<file path="config.mk">
export PLATFORM = sky130hd
export DESIGN_NAME = base64_codec_stream
export DESIGN_NICKNAME = d
export VERILOG_FILES = /design/src/hdl/b64_pkg.sv /design/src/hdl/b64_core.sv /design/src/hdl/b64_emit.sv /design/src/hdl/base64_codec_stream.sv
export SDC_FILE = /design/constraint.sdc
export NUM_CORES = 1
export LEC_CHECK = 0
export BUFFER_PORTS_ARGS = -buffer_cell sky130_fd_sc_hd__buf_2
export CAP_MARGIN = 20
export CORE_MARGIN = 5
export CORE_UTILIZATION = 25
export DETAILED_ROUTE_END_ITERATION = 8
export GPL_ROUTABILITY_DRIVEN = 0
export HOLD_SLACK_MARGIN = 0.1
export PLACE_DENSITY = 0.5
export SLEW_MARGIN = 20
export SYNTH_ARGS = -nofsm -noshare
export SYNTH_HDL_FRONTEND = slang
export SYNTH_SLANG_ARGS = --single-unit
</file>
<file path="constraint.sdc">
create_clock -name clk -period 8.1 [get_ports clk]
set_input_delay 0 -clock clk [delete_from_list [all_inputs] [get_ports clk]]
set_output_delay 0 -clock clk [all_outputs]
set_load 0.05 [all_outputs]
</file>
<file path="src/hdl/b64_pkg.sv">
// b64_pkg: shared types, constants and alphabet functions of the base64 codec
// depends on nothing; used by b64_core, b64_emit and base64_codec_stream
package b64_pkg;

	// decode end status codes
	localparam logic [1:0] CAUSE_CLEAN   = 2'd0;
	localparam logic [1:0] CAUSE_PAD     = 2'd1;
	localparam logic [1:0] CAUSE_INVALID = 2'd2;

	// direction register values
	localparam logic DIR_ENCODE = 1'b0;
	localparam logic DIR_DECODE = 1'b1;

	localparam logic [7:0] CHAR_PAD = 8'h3d;

	// results of one input item, at most four
	typedef struct packed {
		logic [3:0][7:0] data;
		logic [2:0]      cnt;
		logic            bv;
		logic            fin;
		logic [1:0]      cause;
	} burst_t;

	// six-bit value to alphabet character
	function automatic logic [7:0] sextet_to_char(input logic [5:0] v);
		logic [7:0] c;
		begin
			if (v < 6'd26) c = 8'(8'h41 + {2'b00, v});
			else if (v < 6'd52) c = 8'(8'h61 + {2'b00, v} - 8'd26);
			else if (v < 6'd62) c = 8'(8'h30 + {2'b00, v} - 8'd52);
			else if (v == 6'd62) c = 8'h2b;
			else c = 8'h2f;
			return c;
		end
	endfunction

	// character to six-bit value; bit 6 set for a character outside the alphabet
	function automatic logic [6:0] char_to_sextet(input logic [7:0] c);
		logic [6:0] v;
		begin
			if (c >= 8'h41 && c <= 8'h5a) v = 7'(c - 8'h41);
			else if (c >= 8'h61 && c <= 8'h7a) v = 7'(c - 8'h61 + 8'd26);
			else if (c >= 8'h30 && c <= 8'h39) v = 7'(c - 8'h30 + 8'd52);
			else if (c == 8'h2b) v = 7'd62;
			else if (c == 8'h2f) v = 7'd63;
			else v = 7'd64;
			return v;
		end
	endfunction

endpackage

</file>
<file path="src/hdl/b64_core.sv">
// b64_core: input register, group state and the per-item encode/decode logic
// depends on b64_pkg; produces at most one burst of results per item for b64_emit
module b64_core (
	input  logic              clk,
	input  logic              arst_n,
	input  logic              cfg_we,
	input  logic              cfg_wdata,
	input  logic              src_valid,
	output logic              src_stall,
	input  logic              has_byte,
	input  logic [7:0]        in_byte,
	input  logic              end_of_data,
	input  logic              take_ok,
	output logic              burst_load,
	output b64_pkg::burst_t   burst
);

	logic        valid_s1;
	logic        has_s1;
	logic [7:0]  byte_s1;
	logic        eod_s1;

	logic        dir_q;
	logic [17:0] gb_q;
	logic [1:0]  gc_q;
	logic        halted_q;
	logic [1:0]  reason_q;

	logic [17:0] gb_n;
	logic [1:0]  gc_n;
	logic        halted_n;
	logic [1:0]  reason_n;
	logic [23:0] g24;
	logic [6:0]  sx;
	logic        consume;

	// item leaves the input register when the emitter can take its burst or it has no results
	assign consume    = valid_s1 && (take_ok || (burst.cnt == 3'd0));
	assign src_stall  = valid_s1 && !consume;
	assign burst_load = consume && (burst.cnt != 3'd0);

	// input register
	always_ff @(posedge clk or negedge arst_n) begin
		if (!arst_n) begin
			valid_s1 <= 1'b0;
		end else if (src_valid && !src_stall) begin
			valid_s1 <= 1'b1;
		end else if (consume) begin
			valid_s1 <= 1'b0;
		end
	end

	always_ff @(posedge clk) begin
		if (src_valid && !src_stall) begin
			has_s1  <= has_byte;
			byte_s1 <= in_byte;
			eod_s1  <= end_of_data;
		end
	end

	// group update and result burst for the item in the input register
	always_comb begin
		gb_n        = gb_q;
		gc_n        = gc_q;
		halted_n    = halted_q;
		reason_n    = reason_q;
		g24         = '0;
		sx          = b64_pkg::char_to_sextet(byte_s1);
		burst       = '0;
		burst.bv    = 1'b1;
		if (dir_q == b64_pkg::DIR_ENCODE) begin
			if (has_s1) begin
				if (gc_q == 2'd2) begin
					g24 = {gb_q[15:0], byte_s1};
					burst.data[0] = b64_pkg::sextet_to_char(g24[23:18]);
					burst.data[1] = b64_pkg::sextet_to_char(g24[17:12]);
					burst.data[2] = b64_pkg::sextet_to_char(g24[11:6]);
					burst.data[3] = b64_pkg::sextet_to_char(g24[5:0]);
					burst.cnt     = 3'd4;
					gb_n = '0;
					gc_n = 2'd0;
				end else begin
					gb_n = {gb_q[9:0], byte_s1};
					gc_n = 2'(gc_q + 2'd1);
				end
			end
			// partial group at end: characters then padding
			if (eod_s1 && gc_n != 2'd0) begin
				if (gc_n == 2'd1) g24 = {gb_n[7:0], 16'h0000};
				else g24 = {gb_n[15:0], 8'h00};
				burst.data[0] = b64_pkg::sextet_to_char(g24[23:18]);
				burst.data[1] = b64_pkg::sextet_to_char(g24[17:12]);
				burst.data[2] = (gc_n == 2'd1) ? b64_pkg::CHAR_PAD
					: b64_pkg::sextet_to_char(g24[11:6]);
				burst.data[3] = b64_pkg::CHAR_PAD;
				burst.cnt     = 3'd4;
			end
		end else begin
			if (has_s1 && !halted_q) begin
				if (byte_s1 == b64_pkg::CHAR_PAD) begin
					halted_n = 1'b1;
					reason_n = b64_pkg::CAUSE_PAD;
				end else if (sx[6]) begin
					halted_n = 1'b1;
					reason_n = b64_pkg::CAUSE_INVALID;
				end else if (gc_q == 2'd3) begin
					g24 = {gb_q, sx[5:0]};
					burst.data[0] = g24[23:16];
					burst.data[1] = g24[15:8];
					burst.data[2] = g24[7:0];
					burst.cnt     = 3'd3;
					gb_n = '0;
					gc_n = 2'd0;
				end else begin
					gb_n = {gb_q[11:0], sx[5:0]};
					gc_n = 2'(gc_q + 2'd1);
				end
			end
			// partial group at end: flush whole bytes, single character dropped
			if (eod_s1 && gc_n == 2'd2) begin
				burst.data[0] = gb_n[11:4];
				burst.cnt     = 3'd1;
			end else if (eod_s1 && gc_n == 2'd3) begin
				burst.data[0] = gb_n[17:10];
				burst.data[1] = gb_n[9:2];
				burst.cnt     = 3'd2;
			end
		end
		// end of message: last mark, stop cause, empty marker if nothing to send
		if (eod_s1) begin
			if (burst.cnt == 3'd0) begin
				burst.cnt = 3'd1;
				burst.bv  = 1'b0;
			end
			burst.fin   = 1'b1;
			burst.cause = (dir_q == b64_pkg::DIR_DECODE) ? reason_n : b64_pkg::CAUSE_CLEAN;
			gb_n     = '0;
			gc_n     = 2'd0;
			halted_n = 1'b0;
			reason_n = b64_pkg::CAUSE_CLEAN;
		end
	end

	// direction register and group state
	always_ff @(posedge clk or negedge arst_n) begin
		if (!arst_n) begin
			dir_q    <= b64_pkg::DIR_ENCODE;
			gb_q     <= '0;
			gc_q     <= 2'd0;
			halted_q <= 1'b0;
			reason_q <= b64_pkg::CAUSE_CLEAN;
		end else if (cfg_we) begin
			dir_q    <= cfg_wdata;
			gb_q     <= '0;
			gc_q     <= 2'd0;
			halted_q <= 1'b0;
			reason_q <= b64_pkg::CAUSE_CLEAN;
		end else if (consume) begin
			gb_q     <= gb_n;
			gc_q     <= gc_n;
			halted_q <= halted_n;
			reason_q <= reason_n;
		end
	end

endmodule

</file>
<file path="src/hdl/b64_emit.sv">
// b64_emit: result register holding one burst, sent one result per transfer
// depends on b64_pkg; fed by b64_core
module b64_emit (
	input  logic              clk,
	input  logic              arst_n,
	input  logic              burst_load,
	input  b64_pkg::burst_t   burst,
	output logic              take_ok,
	output logic              res_valid,
	input  logic              res_stall,
	output logic [7:0]        out_byte,
	output logic              byte_valid,
	output logic              last,
	output logic [1:0]        stop_cause
);

	b64_pkg::burst_t buf_q;
	logic            busy_q;
	logic [1:0]      idx_q;
	logic            at_end;
	logic            xfer;

	assign at_end  = ({1'b0, idx_q} == 3'(buf_q.cnt - 3'd1));
	assign xfer    = busy_q && !res_stall;
	assign take_ok = !busy_q || (xfer && at_end);

	// result fields of the current entry
	assign res_valid  = busy_q;
	assign out_byte   = buf_q.data[idx_q];
	assign byte_valid = buf_q.bv;
	assign last       = buf_q.fin && at_end;
	assign stop_cause = (buf_q.fin && at_end) ? buf_q.cause : b64_pkg::CAUSE_CLEAN;

	// burst load and entry walk
	always_ff @(posedge clk or negedge arst_n) begin
		if (!arst_n) begin
			busy_q <= 1'b0;
			idx_q  <= 2'd0;
		end else if (burst_load) begin
			busy_q <= 1'b1;
			idx_q  <= 2'd0;
		end else if (xfer) begin
			if (at_end) begin
				busy_q <= 1'b0;
			end else begin
				idx_q <= 2'(idx_q + 2'd1);
			end
		end
	end

	always_ff @(posedge clk) begin
		if (burst_load) begin
			buf_q <= burst;
		end
	end

	// a loaded burst always has at least one entry and the walk stays inside it
	a_cnt_nonzero: assert property (@(posedge clk) disable iff (!arst_n)
		busy_q |-> (buf_q.cnt != 3'd0 && buf_q.cnt <= 3'd4))
		else $error("burst with bad entry count");

	a_idx_range: assert property (@(posedge clk) disable iff (!arst_n)
		busy_q |-> ({1'b0, idx_q} < buf_q.cnt))
		else $error("entry index past burst end");

	// a new burst never overwrites one with results still pending
	a_no_overwrite: assert property (@(posedge clk) disable iff (!arst_n)
		burst_load |-> (!busy_q || (!res_stall && at_end)))
		else $error("burst loaded over pending results");

	// an empty end marker is a lone final result
	a_empty_marker: assert property (@(posedge clk) disable iff (!arst_n)
		(busy_q && !buf_q.bv) |-> (buf_q.fin && buf_q.cnt == 3'd1))
		else $error("empty marker not a lone final result");

endmodule

</file>
<file path="src/hdl/base64_codec_stream.sv">
// base64_codec_stream: top level of the streaming base64 codec
// depends on b64_pkg, b64_core and b64_emit
//
// Streaming base64 codec, standard alphabet with '=' padding. cfg_wdata written with cfg_we
// selects encode (0) or decode (1) and drops any partial message; write it only while idle.
// Each accepted item passes the input register and its results (up to four) land in the
// result register, which sends one result per cycle while res_stall is low.
// A new item is accepted every cycle as long as the results of the previous one are drained
// by then, so the output port sets the rate: encoding gives four characters per three bytes,
// decoding one character per cycle. The final result of a message carries last and stop_cause;
// if nothing is left to send, a marker with byte_valid low comes alone.
module base64_codec_stream (
	input  logic       clk,
	input  logic       arst_n,
	input  logic       cfg_we,
	input  logic       cfg_wdata,
	input  logic       src_valid,
	output logic       src_stall,
	input  logic       has_byte,
	input  logic [7:0] in_byte,
	input  logic       end_of_data,
	output logic       res_valid,
	input  logic       res_stall,
	output logic [7:0] out_byte,
	output logic       byte_valid,
	output logic       last,
	output logic [1:0] stop_cause
);

	b64_pkg::burst_t burst;
	logic            burst_load;
	logic            take_ok;

	// per-item logic
	b64_core u_core (
		.clk        (clk),
		.arst_n     (arst_n),
		.cfg_we     (cfg_we),
		.cfg_wdata  (cfg_wdata),
		.src_valid  (src_valid),
		.src_stall  (src_stall),
		.has_byte   (has_byte),
		.in_byte    (in_byte),
		.end_of_data(end_of_data),
		.take_ok    (take_ok),
		.burst_load (burst_load),
		.burst      (burst)
	);

	// result serializer
	b64_emit u_emit (
		.clk        (clk),
		.arst_n     (arst_n),
		.burst_load (burst_load),
		.burst      (burst),
		.take_ok    (take_ok),
		.res_valid  (res_valid),
		.res_stall  (res_stall),
		.out_byte   (out_byte),
		.byte_valid (byte_valid),
		.last       (last),
		.stop_cause (stop_cause)
	);

endmodule

</file>
==> results of run 1 <==
-- power breakdown --
group | switching [mW] | internal (mW) | total [mW] | leakage [nW]
combinational | 0.520 | 0.261 | 0.781 | 2.56
sequential | 0.0797 | 0.482 | 0.562 | 0.837
clock | 0.194 | 0.216 | 0.409 | 0.137
-- metrics by stage --
step	std cells	cell area, um^2	setup slack, ns	hold slack (ns)	power (mW)
2_1_floorplan	1061	8550	3.59	-0.296	1.13
3_3_place_gp	1473	9010	3.16	0.134	1.33
3_5_place_dp	1473	9010	3.04	0.140	1.33
4_1_cts	1504	9450	3.04	0.340	1.75
5_1_grt	1505	9460	2.75	0.352	1.85
6_report	1505	9460	3.02	0.298	1.75
-- logic make-up after synthesis --
| kind of cell | after synthesis | share of synthesized area, % |
|---|---|---|
| AND/OR/NAND/NOR | 359 | 20.0 |
| flip-flops | 77 | 25.4 |
| AO/OA/AOI/OAI | 326 | 25.8 |
| adder cells (fa/ha/maj) | 77 | 11.3 |
| XOR/XNOR | 48 | 4.92 |
| multiplexers | 41 | 6.24 |
| buffers and inverters | 133 | 6.35 |
-- timing repair --
action | 4_1_cts | 5_1_grt
endpoints found under the setup margin | 0 | 0
endpoints found under the hold margin | 44 | 0
gates resized for setup | 0 | 0
hold buffers | 15 | 0
-- sequential cells by signal (all words and copies together) (netlist names) --
signal / flops
u_core.eod_s1: 1
u_core.byte_s1: 8
u_core.halted_q: 1
u_emit.idx_q: 2
u_core.gb_q: 18
u_emit.byte_valid: 1
u_emit.res_valid: 1
u_core.has_s1: 1
u_core.gc_q: 2
u_core.valid_s1: 1
u_emit.buf_q: 38
u_core.reason_q: 2
u_core.dir_q: 1
-- path summary, 6_finish.rpt --
check | endpoint | slack (ns) | cells past startpoint
setup / recovery | u_emit.buf_q[18] | 3.02 | 11
hold / removal | u_core.gb_q[8] | 0.30 | 2
setup reg to reg | u_emit.buf_q[18] | 3.02 | 11
hold reg to reg | u_core.reason_q[0] | 0.50 | 1
max in group asynchronous | u_core.dir_q | 7.21 | 2
min in group clk | u_core.byte_s1[1] | 0.35 | 2
-- cell type report --
cell class / count / area, um^2 / share of cell area (%)
clock buffers: 9 / 225 / 2.38
clock inverters: 7 / 63.8 / 0.675
inverters: 59 / 221 / 2.34
multi-input cells: 851 / 5850 / 61.8
flip-flops and latches: 77 / 2170 / 23.0
well taps: 448 / 561 / 5.93
repair buffers: 54 / 370 / 3.91
-- per-layer routing --
layer / GRT usage [%] / share of wire, % / vias to the layer above
met5: 0 / 0 / -
met4: 5.53 / 3.3 / 0
met3: 3.60 / 8.4 / 64
met2: 24.0 / 44 / 362
met1: 21.1 / 44 / 3970
li1: - / - / 3888
-- Yosys cell counts (5+ instances only) --
master	number
a211o_1	5
a211oi_1	10
a21o_1	10
a21oi_1	75
a221oi_1	8
a22oi_1	13
a2bb2oi_1	8
a31oi_1	18
and3_1	9
buf_1	5
buf_2	8
clkbuf_1	56
dfrtp_1	28
edfxtp_1	49
ha_1	77
inv_1	56
mux2i_1	27
mux4_2	8
nand2_1	120
nand2b_1	19
nand3_1	44
nand4_1	10
nor2_1	65
nor2b_1	17
nor3_1	40
o211ai_1	15
o21ai_0	69
o22ai_1	20
o2bb2ai_1	7
o31ai_1	9
or2_2	5
or3_1	7
xnor2_1	37
xor2_1	11
-- critical path, stage by stage (launching register included) --
cell and delay [ns]:
dfrtp_1 0.62, inv_1 0.23, ha_1 0.49, nor2b_1 0.62, a22oi_1 0.22, mux2i_1 0.51
inv_1 0.14, ha_1 0.25, a21oi_1 0.67, o21ai_0 0.23, a221oi_1 0.61, a31oi_1 0.16
==> flow_summary_export.csv, run 1 <==
group,metric,value,unit
sta,tns,0,ns
min_path,hp-class,"input port to async pin",
power_and_ir_drop,ir_drop,0.000128,V
floorplanning,initial_core_util,25.4,%
grt,grt_max_degree,82,
final_layout,final_common_cell,"nand2_1",
grt,grtUsageTotal,15.5,%
logic_synthesis,syn-num-nets,1154,
cts,clock_latency,0.36,ns
drt,drc,0,
logic_synthesis,ys.flop_type,"edfxtp_1",
setup_path,critPathLaunch,"u_core.gc_q[0]",
final_layout,mostFrequentLayoutCells,"nand2_1, ha_1, a21oi_1, o21ai_0, nor2_1",
logic_synthesis,synthTopCellsByArea,"edfxtp_1, ha_1, dfrtp_1",
drt,wire_per_inst,20.5,um
logic_synthesis,synth_area,8550,um^2
drt,drtIter0Drc,731,
logic_synthesis,ys_types,82,
setup_path,r2r_start,"u_core.gc_q[0]",
floorplanning,die_width,195,um
logic_synthesis,yosysWarnings,0,
grt,grt-ovfl-total,0,
logic_synthesis,synth_edf_count,49,
sta,setup_viol,0,
setup_path,cp_max_fo,16,
final_layout,final_util,28.1,%
cts,cts.sinks,77,
final_layout,n_antenna_cell,0,
sta,worst_pin_slew,1.12,ns
cts,postCtsSetupBuffers,0,
logic_synthesis,avgSynthCellArea,8.06,um^2
grt,antenna_found_initial,0,
setup_path,worstPathRequired,8.12,ns
logic_synthesis,yosysTopAreaCell,"edfxtp_1",
final_layout,drive_gt1_share,8.70,%
logic_synthesis,syn_inst,1061,
floorplanning,core_area,33600,um^2
setup_path,critPathKind,"register to register",
final_layout,area_delta_synth_final,10.7,%
setup_path,worstSetupStartpointType,"register",
final_layout,nFillCells,3597,
floorplanning,die-area,38000,um^2
sta,maxSlewHeadroom,24.7,%
cts,cts_max_path_buffers,2,
run_status,outcome,"finished, final reports clean",
drt,dr.pass1.iters,5,
setup_path,worst_ep_arrival_time,5.10,ns
sta,fmax,197,MHz
drt,totalWireLength,30800,um
sta,period_minus_slack,5.08,ns
sta,post-route-period-util,62.7,%
logic_synthesis,yosysSeqAreaShare,25.4,%
run,max-cap-violations,0,
power_and_ir_drop,power_density,185,nW/um^2
grt,grt_pass1_vias,7814,
cts,clk_pin_slew_worst_paths,0.07,ns
drt,ant_nets,0,
sta,rsz0062_at_grt,"false",
logic_synthesis,synth_top_cell_area_share,17.2,%
cts,cts_root_buf,"clkbuf_16",
final_layout,nets,1145,
drt,vias,8284,
drt,vias_per_cell,5.50,
cts,h-tree-depth,3,
placed_design,port-buffer-count,29,
logic_synthesis,async_flop_share,36.4,%
setup_path,cp-end-kind,"register",
cts,cts_tree,"built",
sta,hold_violations,0,
floorplanning,io_pins,30,
floorplanning,dieHeight,195,um
sta,clock_skew,0.0158,ns
power_and_ir_drop,leakage,3.54,nW
placed_design,dp.final_hpwl,23100,um
grt,grt_pass1_wl,47000,um
floorplanning,rows,67,
sta,final_max_slew_viol_count,0,
logic_synthesis,ys_ff_latch,77,
cts,cts_made_buffers,9,
(Power assumes the default switching activity.)
==> run 2, diff against run 1 <==
- PLACE_DENSITY: 0.5 -> 0.51
- clock period: 8.1 -> 4.1 ns (I/O delays scaled with it)
==> run 2 against run 1 <==
Sequential cell count is the same; largest cell class unchanged; fmax grew 36%; final cell count grew 3.7%; non-clock buffer count grew 55; hold slack gained 0.025 ns.
==> flow_summary_export.csv, run 2 (same netlist as run 1, synthesis figures left out) <==
group,metric,value,unit
floorplanning,core_area,33600,um^2
placed_design,post-place-ws,0.365,ns
grt,grt_use_met2,24.1,%
drt,drc,0,
setup_path,worst_ep_arrival_time,3.83,ns
sta,tns,0,ns
final_layout,drive_gt1_share,13.2,%
setup_path,worstPathRequired,4.19,ns
setup_path,critPathKind,"register to register",
cts,cts_tree,"built",
sta,fmax,267,MHz
grt,grt_pass1_wl,47700,um
final_layout,top_regs,"u_emit.buf_q (38), u_core.gb_q (18), u_core.byte_s1 (8)",
cts,cts.sinks,77,
setup_path,cp_cell_sequence,"buf_4 -> or3b_2 -> nand2_1 -> mux2i_1 -> inv_1 -> ha_1 -> nand2b_1 -> nand2b_1 -> xnor2_1 -> o21ai_0 -> o21ai_0 -> o22ai_1 -> o211a_1",
sta,post-route-period-util,91.3,%
grt,grt_max_degree,87,
sta,final_max_slew_viol_count,0,
grt,grtUsageTotal,15.7,%
sta,rsz0062_at_grt,"false",
power_and_ir_drop,switching_power,1.58,mW
setup_path,r2r_start,"u_core.gc_q[1]",
power_and_ir_drop,leakage,3.81,nW
drt,dr.pass1.iters,7,
final_layout,mostFrequentLayoutCells,"nand2_1, ha_1, a21oi_1, o21ai_0, nor2_1",
setup_path,ff2ff_setup_slack,0.36,ns
min_path,hp-class,"input port to async pin",
sta,worst_pin_slew,0.955,ns
floorplanning,die-area,38000,um^2
power_and_ir_drop,power_density,358,nW/um^2
drt,totalWireLength,31000,um
final_layout,area_delta_synth_final,15.7,%
floorplanning,rows,67,
final_layout,final_common_cell,"nand2_1",
sta,maxSlewHeadroom,36.3,%
drt,vias,8530,
sta,worst_slack,0.358,ns
cts,clk_pin_slew_worst_paths,0.07,ns
grt,grt_pass1_vias,7805,
setup_path,critical-path-top-delay-family,"simple AND/OR/NAND/NOR gates",
run_status,outcome,"finished, final reports clean",
power_and_ir_drop,switching_share,44.5,%
power_and_ir_drop,intPower,1.97,mW
final_layout,nets,1200,
cts,cts_root_buf,"clkbuf_16",
grt,antenna_found_initial,1,
grt,top_usage_layer,"met2",
grt,grt-ovfl-total,0,
power_and_ir_drop,seqPwrFrac,29.3,%
drt,vias_per_cell,5.47,
setup_path,worstSetupStartpointType,"register",
drt,drtIter0Drc,1058,
final_layout,n_antenna_cell,0,
grt,grtUsageMet3,2.29,%
cts,cts_max_path_buffers,2,
final_layout,largest_reg_flops,38,
sta,hold_violations,0,
run,max-cap-violations,0,
setup_path,cp_max_fo,10,
power_and_ir_drop,clkPwrFrac,22.2,%
final_layout,regMostFlops,"u_emit.buf_q",
setup_path,slowest_stage,"or3b_2",
sta,setup_viol,0,
sta,period_minus_slack,3.74,ns
setup_path,critPathLaunch,"u_core.gc_q[1]",
placed_design,dp.final_hpwl,23500,um
placed_design,port-buffer-count,29,
power_and_ir_drop,pwr-share-comb,48.6,%
power_and_ir_drop,ir_drop,0.000422,V
setup_path,crit_buf_inv,2,
floorplanning,io_pins,30,
floorplanning,initial_core_util,25.4,%
floorplanning,dieHeight,195,um
sta,clock_skew,0.0139,ns
final_layout,nFillCells,3577,
drt,ant_nets,0,
floorplanning,die_width,195,um
setup_path,cp-end-kind,"register",
cts,cts_made_buffers,9,
cts,clock_latency,0.35,ns
drt,wire_per_inst,19.9,um
setup_path,crit_path_max_incr_delay,0.52,ns
cts,h-tree-depth,3,
grt,grt_util_met1,22.9,%
run 2: power by group through the flow:
stage / Combinational [mW] / Sequential (mW) / Clock, mW
floorplan: 1.21 / 1.02 / 0
global placement: 1.68 / 1.05 / 0
detailed placement: 1.68 / 1.05 / 0
CTS: 1.70 / 1.04 / 0.799
global route: 1.85 / 1.05 / 0.835
finish: 1.72 / 1.04 / 0.786
run 2: final cells by class:
class	count	area (um^2)	share of cell area [%]
Clock buffer	9	225	2.28
Clock inverter	7	57.6	0.582
Tap cell	448	561	5.67
Multi-Input combinational cell	851	5840	59.1
Inverter	59	221	2.24
Sequential cell	77	2170	22.0
Timing Repair Buffer	109	808	8.17
run 2: stage by stage:
step,instances,utilization (%),hold WS (ns),area (um^2),total power [mW]
6_report,1560,29.4,0.323,9890,3.54
2_1_floorplan,1061,-,-0.296,8550,2.23
4_1_cts,1560,29.4,0.340,9890,3.54
3_5_place_dp,1529,28.1,0.135,9460,2.74
5_1_grt,1560,29.4,0.343,9890,3.73
3_3_place_gp,1529,28.1,0.141,9460,2.74
run 2: metal layers:
metal / share of wire, % / wire length, um
met3: 7.2 / 2230
met1: 46 / 14200
met2: 44 / 13800
met4: 2.6 / 812
met5: 0.023 / 7
run 2: worst paths after layout:
check | to | cells past startpoint
worst max-delay path | u_emit.buf_q[11] | 13
worst min-delay path | u_core.gc_q[0] | 2
worst max register to register | u_emit.buf_q[11] | 13
worst min register to register | u_core.reason_q[0] | 1
max in group asynchronous | u_core.dir_q | 2
min in group clk | u_core.eod_s1 | 2
run 2: what timing repair did:
| action | 4_1_cts | 5_1_grt |
|---|---|---|
| resized for setup | 0 | 1 |
| setup endpoints to repair | 0 | 2 |
| hold buffers | 15 | 0 |
| endpoints found under the hold margin | 44 | 0 |
| setup buffers | 0 | 0 |
